--- config.mk ---
export PLATFORM = sky130hd
export DESIGN_NAME = pin_pattern_trigger_table_core
export DESIGN_NICKNAME = d
export VERILOG_FILES = /design/src/sv/ppt_pkg.sv /design/src/sv/ppt_table.sv /design/src/sv/pin_pattern_trigger_table_core.sv
export SDC_FILE = /design/constraint.sdc
export NUM_CORES = 1
export LEC_CHECK = 0
export BUFFER_PORTS_ARGS = -buffer_cell sky130_fd_sc_hd__buf_2
export CORE_MARGIN = 3
export CORE_UTILIZATION = 62
export DETAILED_ROUTE_END_ITERATION = 8
export PLACE_DENSITY = 0.8
export SLEW_MARGIN = 15
export SYNTH_ARGS = -nofsm -noshare
export SYNTH_HDL_FRONTEND = slang
export SYNTH_SLANG_ARGS = --single-unit
--- constraint.sdc ---
create_clock -name aclk -period 5.9 [get_ports aclk]
set_input_delay 1.18 -clock aclk [delete_from_list [all_inputs] [get_ports aclk]]
set_output_delay 1.18 -clock aclk [all_outputs]
set_load 0.01 [all_outputs]
--- src/sv/ppt_pkg.sv ---
// Shared types for the pin pattern trigger table: request and result records.
package ppt_pkg;

    localparam int SLOTS_DEF     = 16;
    localparam int TERMS_DEF     = 4;
    localparam int PORTS_DEF     = 6;
    localparam int PINS_DEF      = 4;

    localparam int SLOT_FIELD_W  = 4;
    localparam int TERM_W        = 7;
    localparam int MAX_TERMS     = 4;
    localparam int LEVELS_W      = 24;
    localparam int CNT_W         = 3;
    localparam int S_TDATA_W     = 64;
    localparam int M_TDATA_W     = 8;

    typedef enum logic {
        OP_PROGRAM = 1'b0,
        OP_CHECK   = 1'b1
    } op_t;

    typedef struct packed {
        op_t                                  operation;
        logic [SLOT_FIELD_W-1:0]              slot;
        logic                                 enable;
        logic [1:0]                           term_count_minus_one;
        logic [MAX_TERMS-1:0][TERM_W-1:0]     terms;
        logic [LEVELS_W-1:0]                  pin_levels;
    } ppt_req_t;

    typedef struct packed {
        logic triggered;
        logic slot_enabled;
    } ppt_res_t;

endpackage

--- src/sv/ppt_table.sv ---
// Trigger descriptor storage with its program path and the parallel term match.
module ppt_table import ppt_pkg::*; #(
    parameter int SLOTS         = SLOTS_DEF,
    parameter int TERMS         = TERMS_DEF,
    parameter int PORTS         = PORTS_DEF,
    parameter int PINS_PER_PORT = PINS_DEF
) (
    input  logic     aclk,
    input  logic     aresetn,
    input  ppt_req_t req,
    input  logic     step,
    output ppt_res_t res
);

    localparam int SLOT_W = (SLOTS > 1) ? $clog2(SLOTS) : 1;
    localparam logic [SLOT_FIELD_W:0] SLOTS_C = (SLOT_FIELD_W + 1)'(SLOTS);
    localparam logic [CNT_W-1:0]      TERMS_C = CNT_W'(TERMS);
    localparam logic [3:0]            PORTS_C = 4'(PORTS);
    localparam logic [3:0]            PINS_C  = 4'(PINS_PER_PORT);
    localparam logic [5:0]            PINS_M  = 6'(PINS_PER_PORT);
    localparam logic [5:0]            LVL_C   = 6'(LEVELS_W);

    logic [SLOTS-1:0]                        en_reg;
    logic [SLOTS-1:0][CNT_W-1:0]             cnt_reg;
    logic [SLOTS-1:0][TERMS-1:0][TERM_W-1:0] word_reg;

    logic                     in_range;
    logic [SLOT_W-1:0]        idx;
    logic [CNT_W-1:0]         cnt_raw;
    logic [CNT_W-1:0]         cnt_sat;
    logic                     do_write;
    logic                     rd_en;
    logic [CNT_W-1:0]         rd_cnt;
    logic                     all_match;

    // Level of the pin a term names; positions off the port grid read as low.
    function automatic logic term_level(input logic [TERM_W-1:0] term,
                                        input logic [LEVELS_W-1:0] levels);
        logic [2:0] port;
        logic [2:0] pin;
        logic [5:0] pos;
        port = term[2:0];
        pin  = term[5:3];
        pos  = {3'b000, port} * PINS_M + {3'b000, pin};
        if (({1'b0, port} >= PORTS_C) || ({1'b0, pin} >= PINS_C) || (pos >= LVL_C)) begin
            term_level = 1'b0;
        end else begin
            term_level = levels[pos[4:0]];
        end
    endfunction

    assign in_range = {1'b0, req.slot} < SLOTS_C;
    assign idx      = req.slot[SLOT_W-1:0];
    assign cnt_raw  = {1'b0, req.term_count_minus_one} + CNT_W'(1);
    assign cnt_sat  = (cnt_raw > TERMS_C) ? TERMS_C : cnt_raw;
    assign do_write = step && in_range && (req.operation == OP_PROGRAM);

    assign rd_en  = en_reg[idx];
    assign rd_cnt = cnt_reg[idx];

    always_comb begin
        all_match = 1'b1;
        for (int k = 0; k < TERMS; k++) begin
            if ((CNT_W'(k) < rd_cnt) &&
                (term_level(word_reg[idx][k], req.pin_levels) != word_reg[idx][k][6])) begin
                all_match = 1'b0;
            end
        end
    end

    always_comb begin
        res.triggered    = in_range && (req.operation == OP_CHECK) && rd_en &&
                           (rd_cnt != '0) && all_match;
        res.slot_enabled = in_range &&
                           ((req.operation == OP_PROGRAM) ? req.enable : rd_en);
    end

    always_ff @(posedge aclk) begin
        if (!aresetn) begin
            en_reg  <= '0;
            cnt_reg <= '0;
        end else if (do_write) begin
            en_reg[idx]  <= req.enable;
            cnt_reg[idx] <= req.enable ? cnt_sat : '0;
        end
    end

    // Term words are only looked at below the stored count, so they need no reset.
    always_ff @(posedge aclk) begin
        if (do_write && req.enable) begin
            for (int k = 0; k < TERMS; k++) begin
                if (CNT_W'(k) < cnt_sat) begin
                    word_reg[idx][k] <= req.terms[k];
                end
            end
        end
    end

endmodule

--- src/sv/pin_pattern_trigger_table_core.sv ---
// Top level of the pin pattern trigger table: stream ports, input and result registers.
// An accepted request waits in the input register; its result then moves into the
// result register behind m_tvalid. Throughput: one request per cycle unless m_tready
// stalls; descriptor read, the four term compares and descriptor write lie in between.
// A check right after a program of the same slot sees the new descriptor.
// Reset (aresetn low, synchronous) disables every slot and empties both registers.
module pin_pattern_trigger_table_core import ppt_pkg::*; #(
    parameter int SLOTS         = SLOTS_DEF,
    parameter int TERMS         = TERMS_DEF,
    parameter int PORTS         = PORTS_DEF,
    parameter int PINS_PER_PORT = PINS_DEF
) (
    input  logic                 aclk,
    input  logic                 aresetn,
    input  logic                 s_tvalid,
    output logic                 s_tready,
    // Fields from bit 0 up: slot[3:0], enable[4], term_count_minus_one[6:5],
    // term_a[13:7], term_b[20:14], term_c[27:21], term_d[34:28],
    // pin_levels[58:35], zero fill[63:59].
    input  logic [S_TDATA_W-1:0] s_tdata,
    // Fields: operation[0] (0 program a slot, 1 check a slot).
    input  logic [0:0]           s_tuser,
    output logic                 m_tvalid,
    input  logic                 m_tready,
    // Fields from bit 0 up: triggered[0], slot_enabled[1], zero fill[7:2].
    output logic [M_TDATA_W-1:0] m_tdata
);

    logic     in_valid_reg;
    ppt_req_t in_req_reg;
    logic     out_valid_reg;
    ppt_res_t out_res_reg;

    ppt_req_t s_req;
    ppt_res_t table_res;
    logic     out_load;
    logic     step;

    // Unpack the incoming request into its fields.
    always_comb begin
        s_req.operation            = op_t'(s_tuser[0]);
        s_req.slot                 = s_tdata[3:0];
        s_req.enable               = s_tdata[4];
        s_req.term_count_minus_one = s_tdata[6:5];
        s_req.terms[0]             = s_tdata[13:7];
        s_req.terms[1]             = s_tdata[20:14];
        s_req.terms[2]             = s_tdata[27:21];
        s_req.terms[3]             = s_tdata[34:28];
        s_req.pin_levels           = s_tdata[58:35];
    end

    // The result register can take a new value when it is empty or being drained.
    // The held request moves on (and updates the table) exactly when that happens,
    // and the input register frees up in the same cycle.
    assign out_load = !out_valid_reg || m_tready;
    assign step     = in_valid_reg && out_load;
    assign s_tready = !in_valid_reg || out_load;

    always_ff @(posedge aclk) begin
        if (!aresetn) begin
            in_valid_reg <= 1'b0;
        end else if (s_tvalid && s_tready) begin
            in_valid_reg <= 1'b1;
        end else if (step) begin
            in_valid_reg <= 1'b0;
        end
    end

    always_ff @(posedge aclk) begin
        if (s_tvalid && s_tready) begin
            in_req_reg <= s_req;
        end
    end

    ppt_table #(
        .SLOTS         (SLOTS),
        .TERMS         (TERMS),
        .PORTS         (PORTS),
        .PINS_PER_PORT (PINS_PER_PORT)
    ) u_table (
        .aclk    (aclk),
        .aresetn (aresetn),
        .req     (in_req_reg),
        .step    (step),
        .res     (table_res)
    );

    always_ff @(posedge aclk) begin
        if (!aresetn) begin
            out_valid_reg <= 1'b0;
        end else if (out_load) begin
            out_valid_reg <= in_valid_reg;
        end
    end

    always_ff @(posedge aclk) begin
        if (step) begin
            out_res_reg <= table_res;
        end
    end

    assign m_tvalid = out_valid_reg;
    assign m_tdata  = {(M_TDATA_W - 2)'(0), out_res_reg.slot_enabled, out_res_reg.triggered};

    // A held request that cannot move on must stay in place.
    a_hold_request: assert property (@(posedge aclk) disable iff (!aresetn)
        in_valid_reg && !out_load |=> in_valid_reg && $stable(in_req_reg))
        else $error("pending request lost or changed while stalled");

    // A program request never produces a trigger.
    a_program_no_trigger: assert property (@(posedge aclk) disable iff (!aresetn)
        step && (in_req_reg.operation == OP_PROGRAM) |=> !out_res_reg.triggered)
        else $error("program request produced a trigger");

    // A trigger can only come from an enabled slot.
    a_trigger_enabled: assert property (@(posedge aclk) disable iff (!aresetn)
        out_valid_reg && out_res_reg.triggered |-> out_res_reg.slot_enabled)
        else $error("trigger reported on a disabled slot");

    // Every request moved into the result register shows up as a valid result.
    a_step_fills_output: assert property (@(posedge aclk) disable iff (!aresetn)
        step |=> out_valid_reg)
        else $error("result register did not capture a request");

endmodule
# Yosys cells after proc, flatten, opt, wreduce, memory -nomap -nowiden
# Index checks and enable logic that the tools add are counted.
# classes
n_reduce_logical,26
n_lt_le_gt_ge,27
add_sub_neg,5
n_eq_ne,4
muxes,52
bitwise,1
# ops
operator,count
$mux W448,7
$bwmux W448,4
$demux W28 S4,4
$bmux W28 S4,1
$mux W28,2
$bwmux W48,1
$add A5 B3 Y6,4
$ge A3 B3 Y1 const B,8
$ge A6 B5 Y1 const B,4
$lt A5 B6 Y1 const B,4
$mux W21,1
$bmux W1 S5,4
$mux W1,17
$bwmux W16,1
$mux W14,1
$bmux W3 S4,1
$demux W3 S4,1
$logic_and A1 B1 Y1,12
$lt A1 B3 Y1 const A,4
$lt A2 B3 Y1 const A,4
$mux W3,4
$logic_or A1 B1 Y1,10
$mux W7,1
$lt A4 B5 Y1 const B,1
other kinds (10),14
# word_totals
output_inout_bits,10
inputBits,69
elab_cells,209
regBits,576

# Longest topological paths before layout
# depth
word_depth,15
mapped_depth,20
mapped_depth_nobuf,12

# Cells and area by module
# A second synthesis with hierarchy kept.
# unflattened
hier_cells,1546
area_unflattened_um2,24831.3
# modules_own_cells
mod,cells_each,seq_area_each_um2,instances,area_per_inst_um2
ppt_table,1468,14734.1,1,22816.9
pin_pattern_trigger_table_core,78,1901.8,1,2014.4

# Worst setup path after synthesis
# No wires, ideal clock.
# synth_timing
path_type,flip-flop to flip-flop
from,reg in_req_reg[55] (netlist name)
to,"reg out_res_reg, in the netlist m_tdata[0] (data pin)"
t_required_ps,5726
setup_ps,174
path_stages_with_launch,18
path_slack_ps,769
t_arrival_ps,4957
n_path_buf,8
period_less_slack_ps,5131
path_cell_list,edfxtp_1 > buf_2 > buf_6 > buf_4 > buf_4 > buf_6 > buf_2 > buf_2 > buf_2 > mux4_2 > mux4_2 > ha_1 > or4_1 > o2111ai_1 > a21oi_1 > nor4_1 > o211ai_1 > a311oi_1
# synth_lines
element,line_no,text
start: declaration,pin_pattern_trigger_table_core.sv:30,ppt_req_t in_req_reg;
start signal: assignment,pin_pattern_trigger_table_core.sv:71,in_req_reg <= s_req;
end signal: assignment,pin_pattern_trigger_table_core.sv:98,out_res_reg <= table_res;
end: declaration,pin_pattern_trigger_table_core.sv:32,ppt_res_t out_res_reg;

==> metrics <==
status=finished clean; Slew @ Worst Pin=1.10 ns; Area Overhead vs Synth=10.4%; Total Power=0.00861 W; post-synthesis area per instance=16.0 um^2; pwr dens=314 nW/um^2; Seq cells post-synth=576; initial antenna violation count=1; Max-Cap Viols=0; gr usage total=0.294; Max Slew Vio Count=0; Num CTS Buffers=56; Netlist Area Pre-Place=24800 um^2; first-pass GRT wire length=just over 90000 um; asr flop ratio synth=0; relative slew slack=0.262; crit path cell chain=buf_12, clkinv_1, mux2i_1, mux2i_1, nor2b_1, a211oi_1, a2111oi_0, o32ai_1, a21oi_1, xor2_1, a311oi_1; row count=between 70 and 80; Die Y=206 um; final worst slack=roughly 1 ns; Final period util=0.830; slowest stage delay, CP=0.83 ns; Reg clk slew, reported paths=0.06 ns; Clock Skew=0.0237 ns; Yosys Warn Count=0; most common cell in the synthesized netlist=edfxtp_1; CTS tree=built; pre-CTS WS=1.14 ns; residual DRC count=0; Boundary Pins=between 70 and 80; Synth Instances=1554; reg2reg setup slack=1.00 ns; post-CTS sizing=0; share of layout cells above drive strength 1=0.207; Critical Path RT=6.21 ns; Chip Width=206 um; synth cell count leaders=510 x edfxtp_1, 207 x nor2_1, 138 x mux4_2; Hold Crit Class=reg2reg; fmax=204 MHz; Max Root-Sink Buffers=3; port bufs=67; H-tree levels=2; post-route ant nets=0; Setup Viol. Count Final=0; via/cell ratio=6.71; CTS root buf=clkbuf_16; Hold Crit Depth=2; via count=around 15000; placed inst area=between 20000 and 30000 um^2; HP Start=u_table.cnt_reg[42]; CTS Sinks=576; Initial Util=0.635; leading area contributor after synthesis=edfxtp_1; Die Area=42500 um^2; DR pass1 iterations=5; final net count=1689; leak pwr=just over 9 nW; Detailed Place HPWL=37600 um; Top FF cell, synth=edfxtp_1; startpoint types=flip-flop; Distinct cells, synth=65; Clk Latency, worst-skew pair=~0.6 ns; R2R cell count=11; Seq/Total Area, Yosys=0.670; Final Routed Wirelength=~61000 um; Critical Path Sink Type=flip-flop; Congestion Overflow GR=0; WL/cell=28.0 um; Max VDD drop=0.237 mV; Crit Path Max Fanout=between 40 and 50; EDFF count, synth=510; Hold Fails Final Rpt=0; Inserted Diodes=0; core area=39100 um^2; WHS Endpoint=u_table.cnt_reg[42]; Final min period=just under 5 ns; crit path kind=reg2reg; Crit path arrival time=roughly 5.2 ns; initial DRC count=2020; RSZ-0062 raised after global routing=no; post-synth top area share=0.617; post-layout instance area=27400 um^2; ranking of synthesized cells by area=edfxtp_1 62%, mux4_2 13%, dfxtp_1 5.3%; CTS Hold Bufs=0; Largest register FFs=448; Worst R2R Start=in_req_reg[55]; FF-to-FF End=m_tdata[0]; Most common cell on crit path=mux2i_1; largest net degree at the start of global routing=67; slowest CP cell=mux2i_1; GP Congestion=0.915; vias in the first global route=between 10000 and 15000; TNS Setup=0 ns; setup bufs post-CTS=0
==> cells in the final DEF, fill, tap and decap left out, drive strengths merged, types with 13 or more instances in the layout <==
| cell type | instances |
|---|---|
| mux2 | 13 |
| dfxtp | 66 |
| clkbuf | 67 |
| nand3 | 24 |
| nand2 | 92 |
| mux2i | 60 |
| a21oi | 28 |
| clkinv | 24 |
| and2 | 29 |
| mux4 | 153 |
| o21ai | 42 |
| nor2b | 44 |
| edfxtp | 510 |
| inv | 16 |
| nor2 | 207 |
| buf | 94 |
==> area by class of cell <==
cell class | instances | area, um^2
Fill cell | 2446 | 11700
Timing Repair Buffer | 94 | 576
Inverter | 14 | 52.6
Sequential cell | 576 | 16600
Clock inverter | 37 | 338
Tap cell | 518 | 648
Clock buffer | 67 | 1490
Multi-Input combinational cell | 867 | 7650
==> worst max-delay path by stage <==
stage,from,to
floorplan,in_req_reg[55],m_tdata[0]
global placement,in_req_reg[55],m_tdata[0]
detailed placement,in_req_reg[55],m_tdata[0]
CTS,in_req_reg[55],m_tdata[0]
global route,in_req_reg[55],m_tdata[0]
finish,in_req_reg[55],m_tdata[0]
==> critical path: cells and delay by family, from the launching register on <==
kind	cells	cell delay (ns)
AO/OA/AOI/OAI	5	1.43
flip-flops	1	0.61
buffers and inverters	2	0.87
AND/OR/NAND/NOR	1	0.22
XOR/XNOR	1	0.13
multiplexers	2	1.31
==> routing by layer <==
| layer | global-route usage | part of all wire | vias to the layer above |
|---|---|---|---|
| met5 | 0 | 0 | - |
| li1 | - | - | 6169 |
| met2 | 0.466 | 0.48 | 971 |
| met1 | 0.404 | 0.37 | 7278 |
| met3 | 0.0621 | 0.10 | 173 |
| met4 | 0.122 | 0.043 | 0 |
==> kinds of logic after synthesis <==
family	share of synthesized area
AND/OR/NAND/NOR	0.0827
XOR/XNOR	0.00141
adder cells (fa/ha/maj)	0.00555
multiplexers	0.171
other	0.000151
buffers and inverters	0.0223
AO/OA/AOI/OAI	0.0464
flip-flops	0.670
==> through the flow <==
| step | hold slack (ns) | utilization | cells |
|---|---|---|---|
| 2_1_floorplan | 0.440 | - | 1559 |
| 3_3_place_gp | 0.453 | 0.654 | 2069 |
| 3_5_place_dp | 0.461 | 0.654 | 2069 |
| 4_1_cts | 0.470 | 0.701 | 2173 |
| 5_1_grt | 0.504 | 0.701 | 2173 |
| 6_report | 0.476 | 0.701 | 2173 |
==> report_power, final <==
part,switching (W),leakage [nW],internal (W)
clock network,0.00154,0.889,0.00203
registers,0.0000706,5.45,0.00446
logic,0.000298,2.99,0.000216
total,0.00190,9.32,0.00671
No activity file was read; power rests on OpenSTA's default activity.
